===== src/truncated_binary_bit_packer_core_defines.svh =====
// Assertion macros for the truncated binary bit packer.
`ifndef TRUNCATED_BINARY_BIT_PACKER_CORE_DEFINES_SVH
`define TRUNCATED_BINARY_BIT_PACKER_CORE_DEFINES_SVH

// Plain property, checked at every rising clock edge out of reset.
`define TBP_ASSERT(label, clk, rst_n, prop) \
  label: assert property (@(posedge clk) disable iff (!rst_n) (prop)) \
    else $error("tbp assertion failed");

// Next-cycle implication.
`define TBP_ASSERT_NEXT(label, clk, rst_n, ante, cons) \
  label: assert property (@(posedge clk) disable iff (!rst_n) (ante) |=> (cons)) \
    else $error("tbp assertion failed");

`endif


===== src/tbp_pkg.sv =====
// Shared types, constants and helpers of the truncated binary bit packer.
package tbp_pkg;

  localparam int unsigned DataW     = 32;
  localparam int unsigned LenW      = 6;
  localparam int unsigned AccW      = 39;
  localparam int unsigned TotW      = 6;
  localparam int unsigned FifoDepth = 2;

  typedef enum logic {
    CmdEncode = 1'b0,
    CmdFlush  = 1'b1
  } cmd_e;

  typedef struct packed {
    cmd_e              cmd;
    logic [DataW-1:0]  code;
    logic [LenW-1:0]   len;
  } code_t;

  typedef struct packed {
    logic [TotW-1:0] total;
  } back_stat_t;

  // Position of the highest set bit, counting from 1; 0 for zero.
  function automatic logic [LenW-1:0] top_bit_pos(input logic [DataW-1:0] x);
    logic [LenW-1:0] pos;
    pos = '0;
    for (int i = 0; i < DataW; i++) begin
      if (x[i]) pos = LenW'(i + 1);
    end
    return pos;
  endfunction

endpackage


===== src/tbp_front.sv =====
// Front end: accepts transactions and turns each into a code word and length.
module tbp_front
  import tbp_pkg::*;
#(
  parameter int unsigned WORD_BITS = 32
) (
  input  logic             clk_i,
  input  logic             rst_ni,
  input  logic             in_valid_i,
  output logic             in_ready_o,
  input  logic             command_i,
  input  logic [DataW-1:0] value_i,
  input  logic [DataW-1:0] outof_i,
  output logic             code_valid_o,
  input  logic             code_ready_i,
  output code_t            code_o
);

  localparam logic [DataW-1:0] WordMask =
    (WORD_BITS >= DataW) ? {DataW{1'b1}} : DataW'((65'd1 << WORD_BITS) - 65'd1);

  logic en;

  // stage 1: masked operands, outof - 1
  logic             s1_v_q;
  cmd_e             s1_cmd_q;
  logic [DataW-1:0] s1_val_q, s1_om1_q;
  logic [DataW-1:0] val_m, oof_m, om1_d;

  // stage 2: saturated value, bit count, spare
  logic             s2_v_q;
  cmd_e             s2_cmd_q;
  logic [DataW-1:0] s2_vsat_q, s2_om1_q, s2_spare_q;
  logic [LenW-1:0]  s2_bits_q;
  logic [DataW-1:0] vsat_d, bmask_d, spare_d;
  logic [LenW-1:0]  bits_d;

  // stage 3: band thresholds
  logic             s3_v_q;
  cmd_e             s3_cmd_q;
  logic [DataW-1:0] s3_vsat_q, s3_mid_q;
  logic [DataW:0]   s3_hi_q;
  logic [LenW-1:0]  s3_bits_q;
  logic             s3_spnz_q;
  logic [DataW:0]   outof_w;
  logic [DataW-1:0] mid_d;
  logic [DataW:0]   hi_d;

  // code formation
  logic             sel_hi, sel_mid;
  logic [DataW-1:0] diff, raw, lmask;
  logic [LenW-1:0]  len;

  assign en           = !s3_v_q || code_ready_i;
  assign in_ready_o   = en;
  assign code_valid_o = s3_v_q;

  assign val_m = value_i & WordMask;
  assign oof_m = outof_i & WordMask;
  assign om1_d = (oof_m == '0) ? '0 : oof_m - DataW'(1);

  assign vsat_d  = (s1_val_q > s1_om1_q) ? s1_om1_q : s1_val_q;
  assign bits_d  = top_bit_pos(s1_om1_q);
  assign bmask_d = DataW'(((DataW+1)'(1)) << bits_d) - DataW'(1);
  assign spare_d = s1_om1_q ^ bmask_d;

  assign outof_w = {1'b0, s2_om1_q} + (DataW+1)'(1);
  assign mid_d   = DataW'((outof_w - {1'b0, s2_spare_q}) >> 1);
  assign hi_d    = (DataW+1)'(({1'b0, outof_w} + (DataW+2)'(s2_spare_q)) >> 1);

  always_comb begin
    sel_hi  = s3_spnz_q && ({1'b0, s3_vsat_q} >= s3_hi_q);
    sel_mid = s3_spnz_q && !sel_hi && (s3_vsat_q >= s3_mid_q);
    diff    = DataW'({1'b0, s3_vsat_q} - s3_hi_q);
    raw     = sel_hi ? (diff | (DataW'(1) << (s3_bits_q - LenW'(1)))) : s3_vsat_q;
    len     = sel_mid ? (s3_bits_q - LenW'(1)) : s3_bits_q;
    lmask   = DataW'(((DataW+1)'(1) << len) - (DataW+1)'(1));
    if (s3_cmd_q == CmdFlush) begin
      code_o = '{cmd: CmdFlush, code: '0, len: '0};
    end else begin
      code_o = '{cmd: CmdEncode, code: raw & lmask, len: len};
    end
  end

  always_ff @(posedge clk_i or negedge rst_ni) begin
    if (!rst_ni) begin
      s1_v_q <= 1'b0;
      s2_v_q <= 1'b0;
      s3_v_q <= 1'b0;
    end else if (en) begin
      s1_v_q <= in_valid_i;
      s2_v_q <= s1_v_q;
      s3_v_q <= s2_v_q;
    end
  end

  always_ff @(posedge clk_i) begin
    if (en) begin
      s1_cmd_q   <= cmd_e'(command_i);
      s1_val_q   <= val_m;
      s1_om1_q   <= om1_d;
      s2_cmd_q   <= s1_cmd_q;
      s2_vsat_q  <= vsat_d;
      s2_om1_q   <= s1_om1_q;
      s2_spare_q <= spare_d;
      s2_bits_q  <= bits_d;
      s3_cmd_q   <= s2_cmd_q;
      s3_vsat_q  <= s2_vsat_q;
      s3_mid_q   <= mid_d;
      s3_hi_q    <= hi_d;
      s3_bits_q  <= s2_bits_q;
      s3_spnz_q  <= (s2_spare_q != '0);
    end
  end

endmodule


===== src/tbp_fifo.sv =====
// Short queue of code words between front and back.
module tbp_fifo
  import tbp_pkg::*;
(
  input  logic  clk_i,
  input  logic  rst_ni,
  input  logic  wr_valid_i,
  output logic  wr_ready_o,
  input  code_t wr_data_i,
  output logic  rd_valid_o,
  input  logic  rd_ready_i,
  output code_t rd_data_o,
  output logic [$clog2(FifoDepth+1)-1:0] count_o
);

  localparam int unsigned PtrW = (FifoDepth > 1) ? $clog2(FifoDepth) : 1;
  localparam int unsigned CntW = $clog2(FifoDepth + 1);
  localparam logic [PtrW-1:0] LastPtr = PtrW'(FifoDepth - 1);

  code_t            mem_q [FifoDepth];
  logic [PtrW-1:0]  wr_ptr_q, wr_ptr_d, rd_ptr_q, rd_ptr_d;
  logic [CntW-1:0]  cnt_q, cnt_d;
  logic             push, pop;

  assign wr_ready_o = (cnt_q != CntW'(FifoDepth));
  assign rd_valid_o = (cnt_q != '0);
  assign rd_data_o  = mem_q[rd_ptr_q];
  assign count_o    = cnt_q;
  assign push       = wr_valid_i && wr_ready_o;
  assign pop        = rd_valid_o && rd_ready_i;

  always_comb begin
    wr_ptr_d = wr_ptr_q;
    rd_ptr_d = rd_ptr_q;
    cnt_d    = cnt_q;
    if (push) wr_ptr_d = (wr_ptr_q == LastPtr) ? '0 : wr_ptr_q + PtrW'(1);
    if (pop)  rd_ptr_d = (rd_ptr_q == LastPtr) ? '0 : rd_ptr_q + PtrW'(1);
    if (push && !pop) cnt_d = cnt_q + CntW'(1);
    else if (pop && !push) cnt_d = cnt_q - CntW'(1);
  end

  always_ff @(posedge clk_i or negedge rst_ni) begin
    if (!rst_ni) begin
      wr_ptr_q <= '0;
      rd_ptr_q <= '0;
      cnt_q    <= '0;
    end else begin
      wr_ptr_q <= wr_ptr_d;
      rd_ptr_q <= rd_ptr_d;
      cnt_q    <= cnt_d;
    end
  end

  always_ff @(posedge clk_i) begin
    if (push) mem_q[wr_ptr_q] <= wr_data_i;
  end

endmodule


===== src/tbp_back.sv =====
// Back end: bit accumulator that packs code words and emits bytes.
module tbp_back
  import tbp_pkg::*;
(
  input  logic       clk_i,
  input  logic       rst_ni,
  input  logic       code_valid_i,
  output logic       code_ready_o,
  input  code_t      code_i,
  output logic       out_valid_o,
  input  logic       out_ready_i,
  output logic [7:0] out_byte_o,
  output logic       last_o,
  output back_stat_t stat_o
);

  logic [AccW-1:0] acc_q, acc_d;
  logic [TotW-1:0] tot_q, tot_d;
  logic            out_valid_q, out_valid_d;
  logic [7:0]      byte_q;
  logic            last_q;
  logic            out_free, emit, pop;

  assign out_free     = !out_valid_q || out_ready_i;
  assign emit         = (tot_q >= TotW'(8)) && out_free;
  assign code_ready_o = (tot_q < TotW'(8));
  assign pop          = code_ready_o && code_valid_i;

  assign out_valid_o  = out_valid_q;
  assign out_byte_o   = byte_q;
  assign last_o       = last_q;
  assign stat_o       = '{total: tot_q};

  always_comb begin
    acc_d = acc_q;
    tot_d = tot_q;
    if (emit) begin
      acc_d = acc_q >> 8;
      tot_d = tot_q - TotW'(8);
    end else if (pop) begin
      if (code_i.cmd == CmdFlush) begin
        acc_d = {{(AccW-7){1'b0}}, acc_q[6:0]};
        tot_d = (tot_q != '0) ? TotW'(8) : '0;
      end else begin
        acc_d = {{(AccW-7){1'b0}}, acc_q[6:0]} | (AccW'(code_i.code) << tot_q[2:0]);
        tot_d = {{(TotW-3){1'b0}}, tot_q[2:0]} + code_i.len;
      end
    end
  end

  always_comb begin
    if (emit) out_valid_d = 1'b1;
    else if (out_ready_i) out_valid_d = 1'b0;
    else out_valid_d = out_valid_q;
  end

  always_ff @(posedge clk_i or negedge rst_ni) begin
    if (!rst_ni) begin
      acc_q       <= '0;
      tot_q       <= '0;
      out_valid_q <= 1'b0;
    end else begin
      acc_q       <= acc_d;
      tot_q       <= tot_d;
      out_valid_q <= out_valid_d;
    end
  end

  always_ff @(posedge clk_i) begin
    if (emit) begin
      byte_q <= acc_q[7:0];
      last_q <= (tot_q < TotW'(16));
    end
  end

endmodule


===== src/truncated_binary_bit_packer_core.sv =====
// Top level of the truncated binary bit packer.
//
//  channel | handshake             | payload
//  --------+-----------------------+----------------------------------
//  in      | in_valid_i/in_ready_o | command_i, value_i, outof_i
//  out     | out_valid_o/out_ready_i | out_byte_o, last_o
//
// The front end takes a transaction per cycle unless stalled; code forming is
// registered in stages s1, s2 and s3. The back accumulator loads a code word,
// then emits bytes one at a time; it takes no new word while a byte is pending.
// Reset clears the pending bits and all valid flags; no clearing pass.
// A stalled output holds the back end, which fills the queue and then
// stalls the front end.
`include "truncated_binary_bit_packer_core_defines.svh"

module truncated_binary_bit_packer_core
  import tbp_pkg::*;
#(
  parameter int unsigned WORD_BITS = 32
) (
  input  logic             clk_i,
  input  logic             rst_ni,
  input  logic             in_valid_i,
  output logic             in_ready_o,
  input  logic             command_i,
  input  logic [DataW-1:0] value_i,
  input  logic [DataW-1:0] outof_i,
  output logic             out_valid_o,
  input  logic             out_ready_i,
  output logic [7:0]       out_byte_o,
  output logic             last_o
);

  logic       f_valid, f_ready, b_valid, b_ready;
  code_t      f_code, b_code;
  back_stat_t back_stat;
  logic [$clog2(FifoDepth+1)-1:0] q_count;

  tbp_front #(
    .WORD_BITS(WORD_BITS)
  ) u_front (
    .clk_i       (clk_i),
    .rst_ni      (rst_ni),
    .in_valid_i  (in_valid_i),
    .in_ready_o  (in_ready_o),
    .command_i   (command_i),
    .value_i     (value_i),
    .outof_i     (outof_i),
    .code_valid_o(f_valid),
    .code_ready_i(f_ready),
    .code_o      (f_code)
  );

  tbp_fifo u_fifo (
    .clk_i     (clk_i),
    .rst_ni    (rst_ni),
    .wr_valid_i(f_valid),
    .wr_ready_o(f_ready),
    .wr_data_i (f_code),
    .rd_valid_o(b_valid),
    .rd_ready_i(b_ready),
    .rd_data_o (b_code),
    .count_o   (q_count)
  );

  tbp_back u_back (
    .clk_i       (clk_i),
    .rst_ni      (rst_ni),
    .code_valid_i(b_valid),
    .code_ready_o(b_ready),
    .code_i      (b_code),
    .out_valid_o (out_valid_o),
    .out_ready_i (out_ready_i),
    .out_byte_o  (out_byte_o),
    .last_o      (last_o),
    .stat_o      (back_stat)
  );

  `TBP_ASSERT(a_tot_bound, clk_i, rst_ni, back_stat.total <= TotW'(AccW))
  `TBP_ASSERT(a_queue_bound, clk_i, rst_ni, q_count <= ($clog2(FifoDepth+1))'(FifoDepth))
  `TBP_ASSERT_NEXT(a_byte_drain, clk_i, rst_ni, back_stat.total >= TotW'(8) && !out_valid_o, back_stat.total == $past(back_stat.total) - TotW'(8))

endmodule

===== config.mk =====
export PLATFORM = sky130hd
export DESIGN_NAME = truncated_binary_bit_packer_core
export DESIGN_NICKNAME = d
export VERILOG_FILES = /design/src/tbp_pkg.sv /design/src/tbp_front.sv /design/src/tbp_fifo.sv /design/src/tbp_back.sv /design/src/truncated_binary_bit_packer_core.sv
export VERILOG_INCLUDE_DIRS = /design/src /design/src/src
export SDC_FILE = /design/constraint.sdc
export NUM_CORES = 1
export LEC_CHECK = 0
export CAP_MARGIN = 20
export CORE_MARGIN = 4
export CORE_UTILIZATION = 30
export CTS_CLUSTER_SIZE = 24
export DETAILED_ROUTE_END_ITERATION = 16
export DONT_BUFFER_PORTS = 1
export GPL_TIMING_DRIVEN = 0
export PLACE_DENSITY = 0.45
export SYNTH_ARGS = -nofsm -noshare
export SYNTH_HDL_FRONTEND = slang
export SYNTH_SLANG_ARGS = --single-unit

===== constraint.sdc =====
create_clock -name clk_i -period 10.9 [get_ports clk_i]
set_input_delay 2.18 -clock clk_i [delete_from_list [all_inputs] [get_ports clk_i]]
set_output_delay 2.18 -clock clk_i [all_outputs]
set_load 0.05 [all_outputs]

Word level (Yosys, flattened, before mapping) --
Memory sizes are Yosys's and may differ from the RTL's. Cells that the tools add are included.
Storage, ports and cells: RAM bits 78, register bits after elaboration 335, memories 1, input bits 69, output and inout port bits 11, word-level logic and storage cells 131
Operators by class: reductions and logical operators 23, equality and inequality tests 2, add/subtract/negate cells 14, shift operators 4, $lt $le $gt $ge 6, bitwise operators 4, mux-type cells 51
Memory list:
- u_fifo.mem_q | words 2, bits a word 39, rd ports 1, clocked after memory_dff 0, wr ports 1, RTL line tbp_fifo.sv:20 | code_t mem_q [FifoDepth];
Operator list (count):
- 2-to-1 mux 6 bit | 35
- 2-to-1 mux 39 bit | 4
- left shift 1 x 6 -> 32 bit, first input constant | 3
- 2-to-1 mux 32 bit | 2
- subtractor 32 x 2 -> 32 bit, second input constant | 2
- bitwise OR 7 x 39 -> 39 bit | 1
- left shift 32 x 3 -> 39 bit | 1
- adder 33 x 32 -> 34 bit | 1
- adder 32 x 1 -> 33 bit, second input constant | 1
- >= comparator 32 x 33 -> 1 bit | 1
- subtractor 33 x 32 -> 33 bit | 1
- bitwise AND 32 bit | 1
- >= comparator 32 bit | 1
- greater-than comparator 32 bit | 1
- logical NOT 32 bit | 1
- bitwise OR 32 bit | 1
- nonzero test 32 bit | 1
- subtractor 32 x 1 -> 32 bit, second input constant | 1
- subtractor 32 bit | 1
- XOR 32 bit | 1
- logical AND 1 bit | 8
- nonzero test 2 bit | 4
- 2-to-1 mux 1 bit | 7
- adder 3 x 6 -> 6 bit | 1
- 16 further kinds | 23

Logic depth before layout (Yosys ltp) --
Gate-level depths: netlist of the first run.
depth after elaboration 35, gate-level depth with buffers 20, gate-level depth less buffers 20

Cells and area by module --
Synthesis of the first run repeated with hierarchy kept, for this count alone.
Second synthesis, totals: cell total of the unflattened synthesis 2455, area, all modules 26230.2 um^2
By module, submodules not included:
- tbp_front | sequential area each 8242.9 um^2, instances 1, cells each 1993, area an instance 19560.0 um^2
- tbp_back | sequential area each 1421.4 um^2, instances 1, cells each 323, area an instance 3637.2 um^2
- tbp_fifo | sequential area each 2442.3 um^2, instances 1, cells each 139, area an instance 3032.9 um^2

Worst setup path after synthesis of the first run --
No wires, ideal clock.
path type flip-flop to flip-flop, from reg u_fifo.cnt_q[0] (netlist: u_fifo.count_o[0]), to reg u_front.s1_cmd_q (enable), required time 8.027 ns, path slack 1.217 ns, cell stages (with the launch flop) 2, clock period less this slack 9.683 ns, path buffers 0, arrival time 6.810 ns, library setup time 2.873 ns, cells stage by stage dfrtp_1 > nand3b_1
Between the ends: word-level cells in the longest chain between the ends 2
Ends and longest elaborated chain:
- start: declaration | RTL line tbp_fifo.sv:22 | logic [CntW-1:0] cnt_q, cnt_d;
- start signal: assignment | RTL line tbp_fifo.sv:50 | cnt_q <= cnt_d;
- != test 2 bit | RTL line tbp_fifo.sv:25 | assign wr_ready_o = (cnt_q != CntW'(FifoDepth));
- logical OR 1 bit | RTL line tbp_front.sv:54 | assign en = !s3_v_q || code_ready_i;
- net in_ready_o | RTL line truncated_binary_bit_packer_core.sv:24 | output logic in_ready_o,
- end signal: assignment | RTL line tbp_front.sv:99 | s1_cmd_q <= cmd_e'(command_i);
- end: declaration | RTL line tbp_front.sv:26 | cmd_e s1_cmd_q;
The timed path passes the listed nets, and every way through them passes these cells. A chain may end at the register's enable or synchronous reset.

==> results of run 1 <==
layer usage:
| layer | wire length [µm] | global-route usage | vias to the layer above |
|---|---|---|---|
| met3 | 2550 | 0.0219 | 160 |
| met1 | 31700 | 0.196 | 9259 |
| met5 | 0 | 0 | - |
| li1 | - | - | 9446 |
| met2 | 39300 | 0.307 | 473 |
| met4 | 3220 | 0.0696 | 0 |
sequential cells by signal, summed over array words and instances, names as in the netlist, 2 cells and up:
signal / flops
u_front.s3_hi_q: 33
u_back.acc_q: 39
u_front.s2_vsat_q: 32
u_back.out_byte_o: 8
u_front.s2_spare_q: 32
u_front.s3_mid_q: 32
u_front.s1_om1_q: 32
u_fifo.mem_q: 78
u_front.s1_val_q: 32
u_fifo.count_o: 2
u_front.s2_om1_q: 31
u_front.s3_vsat_q: 32
u_back.stat_o: 6
u_front.s2_bits_q: 6
u_front.s3_bits_q: 6
path summary, 6_finish.rpt:
kind / endpoint / from / depth (start not counted) / slack (ns)
worst max-delay path: u_fifo.mem_q[1][10] / u_front.s3_vsat_q[22] / 15 / 5.02
max in group asynchronous: u_front.code_valid_o / rst_ni / 0 / 9.49
worst min-delay path: u_front.s3_vsat_q[23] / u_front.s2_vsat_q[23] / 0 / 0.42
min in group asynchronous: u_back.acc_q[19] / rst_ni / 0 / 1.28
worst max register to register: u_fifo.mem_q[1][10] / u_front.s3_vsat_q[22] / 15 / 5.02
worst min register to register: u_front.s3_vsat_q[23] / u_front.s2_vsat_q[23] / 0 / 0.42
kinds of logic (layout without fill, tap and decap cells):
logic type      count (synthesis)  in the layout  share of synthesized area
compound gates                626            626                      0.160
xor+xnor                      167            167                     0.0565
fa+ha+maj                     178            178                     0.0868
buf+inv                       281            394                     0.0417
other cells                     1              1                   0.000144
mux                            97             97                     0.0518
flops                         412            412                      0.466
simple gates                  746            746                      0.137
area by class of cell:
cell class,instances,share of cell area
flip-flops and latches,412,0.411
multi-input cells,1815,0.436
repair buffers,26,0.0127
inverters,186,0.0237
clock inverters,29,0.0117
plain buffers,95,0.0131
clock buffers,58,0.0428
well taps,1144,0.0486
stage by stage:
stage                     hold slack, ns  cells  worst slack, ns
final                              0.417   3765             5.02
after global routing               0.424   3765             4.62
after CTS                          0.417   3763             4.77
after detailed placement           0.405   3676             4.85
after global placement             0.401   3652            -2.66
after floorplan                    0.400   2508             1.22
placed cells by master, fill, tap and decap left out, types with 27 or more instances in the layout:
cell	n
mux2_2	50
xnor2_1	120
a31oi_1	34
nor2_1	240
clkbuf_1	87
nand4_1	32
xor2_1	46
inv_1	185
nor3_1	43
a21o_1	43
a211oi_1	31
nand2b_1	27
edfxtp_1	359
a21oi_1	179
dfrtp_1	53
clkbuf_16	48
o21ai_0	112
nand2_1	182
nand3_1	77
ha_1	174
worst max-delay path: cells and delay by family (launching register included):
kind	cells	cell delay [ns]
flops	1	0.52
compound gates	5	2.12
simple gates	6	1.76
fa+ha+maj	2	0.71
buf+inv	2	0.44
==> key figures, run 1 <==
Final layout
  – Final Instance Area: between 20000 and 30000 µm²
  – Nets@finish: 2831
  – FF/Latch Area: between 10000 and 15000 µm²
  – Share of layout cells above drive strength 1: 0.0847
  – Filler instances: approximately 8600
  – P&R area growth vs syn: 13.2%
  – Diode count: 0
  – Final Util: 0.344
  – Area occupied by multi-input gates: 12800 µm²

STA
  – Setup Skew: around 0.035 ns
  – Worst-margin pin slew: around 1.1 ns
  – Fmax: roughly 0.17 GHz
  – Final hold violations: 0
  – Max-slew violation count: 0
  – RSZ-0062 raised after global routing: no
  – Period Utilization, post-route: 0.539
  – Setup TNS: 0 ns
  – Minimum clock period: between 5 and 6 ns
  – Finish-stage setup viols: 0
  – Worst slew margin: 0.245

Clock network
  – H-tree level count: 2
  – Reg clk slew, reported paths: approximately 0.060 ns
  – Clock sink count: 412
  – Clk Latency, worst-skew pair: roughly 0.61 ns
  – TritonCTS Buffers: 48
  – Max Root-Sink Buffers: 3
  – Post-CTS Setup Bufs: 0
  – CTS Root Cell: clkbuf_16
  – CTS tree: done
  – Cts hold-fix bufs: 0
  – Cts repair resizes: 0

Floorplanning
  – Rows: 107
  – Starting Density: 0.304
  – DIE AREA: just over 90000 µm²
  – Std-Cell Core Area: around 86000 µm²
  – Die width: ~300 µm
  – I/O Pins: 80
  – Die H: 302 µm

Synth
  – Distinct cells, synth: 91
  – Syn Inst Count: 2508
  – Synth cell count leaders: 359 x edfxtp_1, 241 x nor2_1, 185 x inv_1
  – Mapped Nets: between 2000 and 3000
  – Synth top area share: 0.415
  – Number of synthesized flops with an enable pin: 359
  – Prevailing post-synth register cell: edfxtp_1
  – Seq/Total Area, Yosys: 0.466
  – YS warnings: 0
  – Top cells by area, synth: edfxtp_1 41%, ha_1 8.4%, dfrtp_1 5.1%
  – Post-synth top area cell: edfxtp_1
  – Mapped Area: ~26000 µm²
  – Syn_area_per_cell: 10.4 µm²
  – Top-count cell post-synth: edfxtp_1
  – Seq cells post-synth: approximately 400
  – Synth async-reset ratio: 0.129

Detailed routing
  – DR pass1 iterations: 5
  – Final WL: about 77000 µm
  – DRC errors left: 0
  – WL per Instance: just over 20 µm
  – Vias per cell: between 5 and 6
  – Drt first-iter violations: 1102
  – Via count: a little under 20000
  – Post-DRT Antenna Nets: 0

Run
  – Max cap viols: 0

Worst setup path
  – Data required, critical path: roughly 11 ns
  – Maximum fanout along the worst path: 10
  – Crit path arrival time: 6.16 ns
  – Largest stage delay on the critical path: between 0.6 and 0.7 ns
  – Setup Crit Path Kind: flip-flop to flip-flop
  – Slowest-stage cell, CP: a21oi_1
  – Crit end category: flip-flop
  – Nature of the critical path startpoint: flip-flop
  – CP cell instances: ha_1 -> nand4_1 -> nor4_1 -> o211ai_1 -> and3_1 -> buf_6 -> nor3_1 -> buf_2 -> a31oi_1 -> a21oi_1 -> nand3_1 -> ha_1 -> nor3_1 -> a21oi_1 -> a2111oi_0

Placement
  – Dpl hpwl: 62000 µm
  – Port bufs: 0
  – GP Congestion: 0.928
  – Placed Area: 27800 µm²

Global routing
  – Vias in the first global route: ~20000
  – Largest net degree at the start of global routing: 54
  – Total track usage: 0.167
  – Overflow after GRT: 0
  – First-pass GRT wire length: approximately 120000 µm
  – Antenna violations before repair: 2

Worst hold path
  – Type of the tightest min-delay check: flip-flop to flip-flop

Run status
  – Outcome: finished clean
Power of run 1 is left out: the tool's default activity adds up to more than one toggle a clock period on the data nets, which glitch-free logic cannot reach.
==> run 2: changes to the inputs <==
==> constraint.sdc (replaced) <==
create_clock -name clk_i -period 5.6 [get_ports clk_i]
set_input_delay 1.12 -clock clk_i [delete_from_list [all_inputs] [get_ports clk_i]]
set_output_delay 1.12 -clock clk_i [all_outputs]
set_load 0.05 [all_outputs]
==> key figures, run 2 (synthesis gave the netlist of run 1 again) <==
Detailed routing
  – WL per Instance: approximately 20 µm
  – Drt first-iter violations: between 1000 and 1500
  – DRC errors left: 0
  – Via count: between 15000 and 20000
  – Post-DRT Antenna Nets: 0
  – Vias per cell: around 5.2
  – DR pass1 iterations: 6
  – Final WL: between 70000 and 80000 µm

Clock network
  – TritonCTS Buffers: 48
  – Clk Latency, worst-skew pair: roughly 0.61 ns
  – CTS tree: done
  – H-tree level count: 2
  – Cts hold-fix bufs: 0
  – Reg clk slew, reported paths: 0.06 ns
  – Max Root-Sink Buffers: 3
  – CTS Root Cell: clkbuf_16
  – Clock sink count: 412

Final layout
  – P&R area growth vs syn: 13.1%
  – Largest registers: u_fifo.mem_q x78, u_back.acc_q x39, u_front.s3_hi_q x33
  – Commonest non-fill, non-tap cells in the layout: 359 x edfxtp_1, 240 x nor2_1, 185 x inv_1
  – Max FFs per register: ~80
  – Commonest non-fill, non-tap cell in the layout: edfxtp_1
  – Nets@finish: 2830
  – Share of layout cells above drive strength 1: 0.0858
  – Filler instances: 8605
  – Biggest register: u_fifo.mem_q
  – Final Instance Area: between 20000 and 30000 µm²
  – Diode count: 0

STA
  – RSZ-0062 raised after global routing: no
  – Worst slew margin: 0.256
  – Worst-margin pin slew: 1.09 ns
  – Final hold violations: 0
  – Max-slew violation count: 0
  – Setup Skew: approximately 0.060 ns
  – Final Hold Slack: around 0.23 ns
  – Finish-stage setup viols: 0
  – Period Utilization, post-route: 0.950
  – Fmax: between 0.15 and 0.2 GHz
  – Minimum clock period: roughly 5.3 ns

Worst setup path
  – Crit end category: flip-flop
  – Worst R2R Path Depth: 12
  – Crit path arrival time: 5.55 ns
  – Nature of the critical path startpoint: flip-flop
  – Maximum fanout along the worst path: 9
  – Data required, critical path: 5.83 ns
  – Setup Crit Path Kind: flip-flop to flip-flop

Global routing
  – First-pass GRT wire length: 117000 µm
  – Largest net degree at the start of global routing: between 50 and 60
  – Overflow after GRT: 0
  – Vias in the first global route: about 20000
  – Antenna violations before repair: 1
  – Total track usage: 0.165

Floorplanning
  – Starting Density: 0.304
  – Die H: 302 µm
  – I/O Pins: 80
  – Die width: roughly 300 µm
  – DIE AREA: around 91000 µm²
  – Rows: between 100 and 150
  – Std-Cell Core Area: 85500 µm²

Worst hold path
  – Type of the tightest min-delay check: primary input to async pin

Placement
  – Port bufs: 0
  – Placed Area: 27800 µm²
  – GP Congestion: around 0.9
  – Dpl hpwl: a little over 60000 µm

Run status
  – Outcome: finished clean

Run
  – Max cap viols: 0
==> run 2: cell count changes in the layout (fill, tap and decap cells not counted), sizes merged <==
| cell | before | now |
|---|---|---|
| clkbuf | 138 | 141 |
| inv | 188 | 187 |
| bufinv | 6 | 5 |
| dlymetal6s2s | 1 | 0 |
==> run 2: area by class of cell <==
type | instances | area [µm²] | share of cell area
plain buffers | 95 | 388 | 0.0132
clock buffers | 61 | 1260 | 0.0428
clock inverters | 27 | 298 | 0.0101
inverters | 186 | 698 | 0.0237
multi-input cells | 1815 | 12900 | 0.438
flip-flops and latches | 412 | 12100 | 0.412
well taps | 1144 | 1430 | 0.0487
repair buffers | 25 | 354 | 0.0120
==> run 2: worst max-delay path: stages, from the launching register on <==
cell	delay, ns
edfxtp_1	0.48
ha_1	0.40
and4_1	0.27
and3_1	0.21
a22oi_1	0.33
a21oi_1	0.27
o211ai_1	0.49
nand3_1	0.39
a21oi_1	0.64
nor2_1	0.31
a21oi_1	0.24
o31ai_1	0.16
a2111oi_0	0.75
==> run 2: path summary, 6_finish.rpt <==
| path | slack (ns) | endpoint | start |
|---|---|---|---|
| min | 0.23 | u_back.acc_q[32] | rst_ni |
| min in group clk_i | 0.42 | u_front.s3_vsat_q[14] | u_front.s2_vsat_q[14] |
| min reg2reg | 0.42 | u_front.s3_vsat_q[14] | u_front.s2_vsat_q[14] |
| max reg2reg | 0.28 | u_fifo.mem_q[1][13] | u_front.s3_vsat_q[9] |
| max | 0.28 | u_fifo.mem_q[1][13] | u_front.s3_vsat_q[9] |
| max in group asynchronous | 5.26 | u_back.acc_q[16] | rst_ni |
==> run 2: per-layer routing <==
layer	vias to the layer above	global-route usage	wire (µm)
met5	-	0	0
met4	0	0.0680	3240
met3	152	0.0201	2550
met2	480	0.304	39000
met1	9328	0.194	31500
li1	9451	-	-
==> run 2: metrics by stage <==
step / cells / worst slack (ns) / setup TNS [ns] / util
CTS: 3763 / 0.0603 / 0 / 0.343
finish: 3765 / 0.278 / 0 / 0.344
global placement: 3652 / -8.01 / -2198.22 / 0.321
floorplan: 2508 / -4.08 / -1124.46 / -
detailed placement: 3675 / -0.451 / -8.43 / 0.325
global route: 3765 / 0.0405 / 0 / 0.344
==> run 2: what timing repair did <==
item | in CTS | in global routing
setup buffers | 0 | 1
resized for setup | 6 | 6
setup endpoints to repair | 33 | 12
Power of run 2 is left out for the same reason.
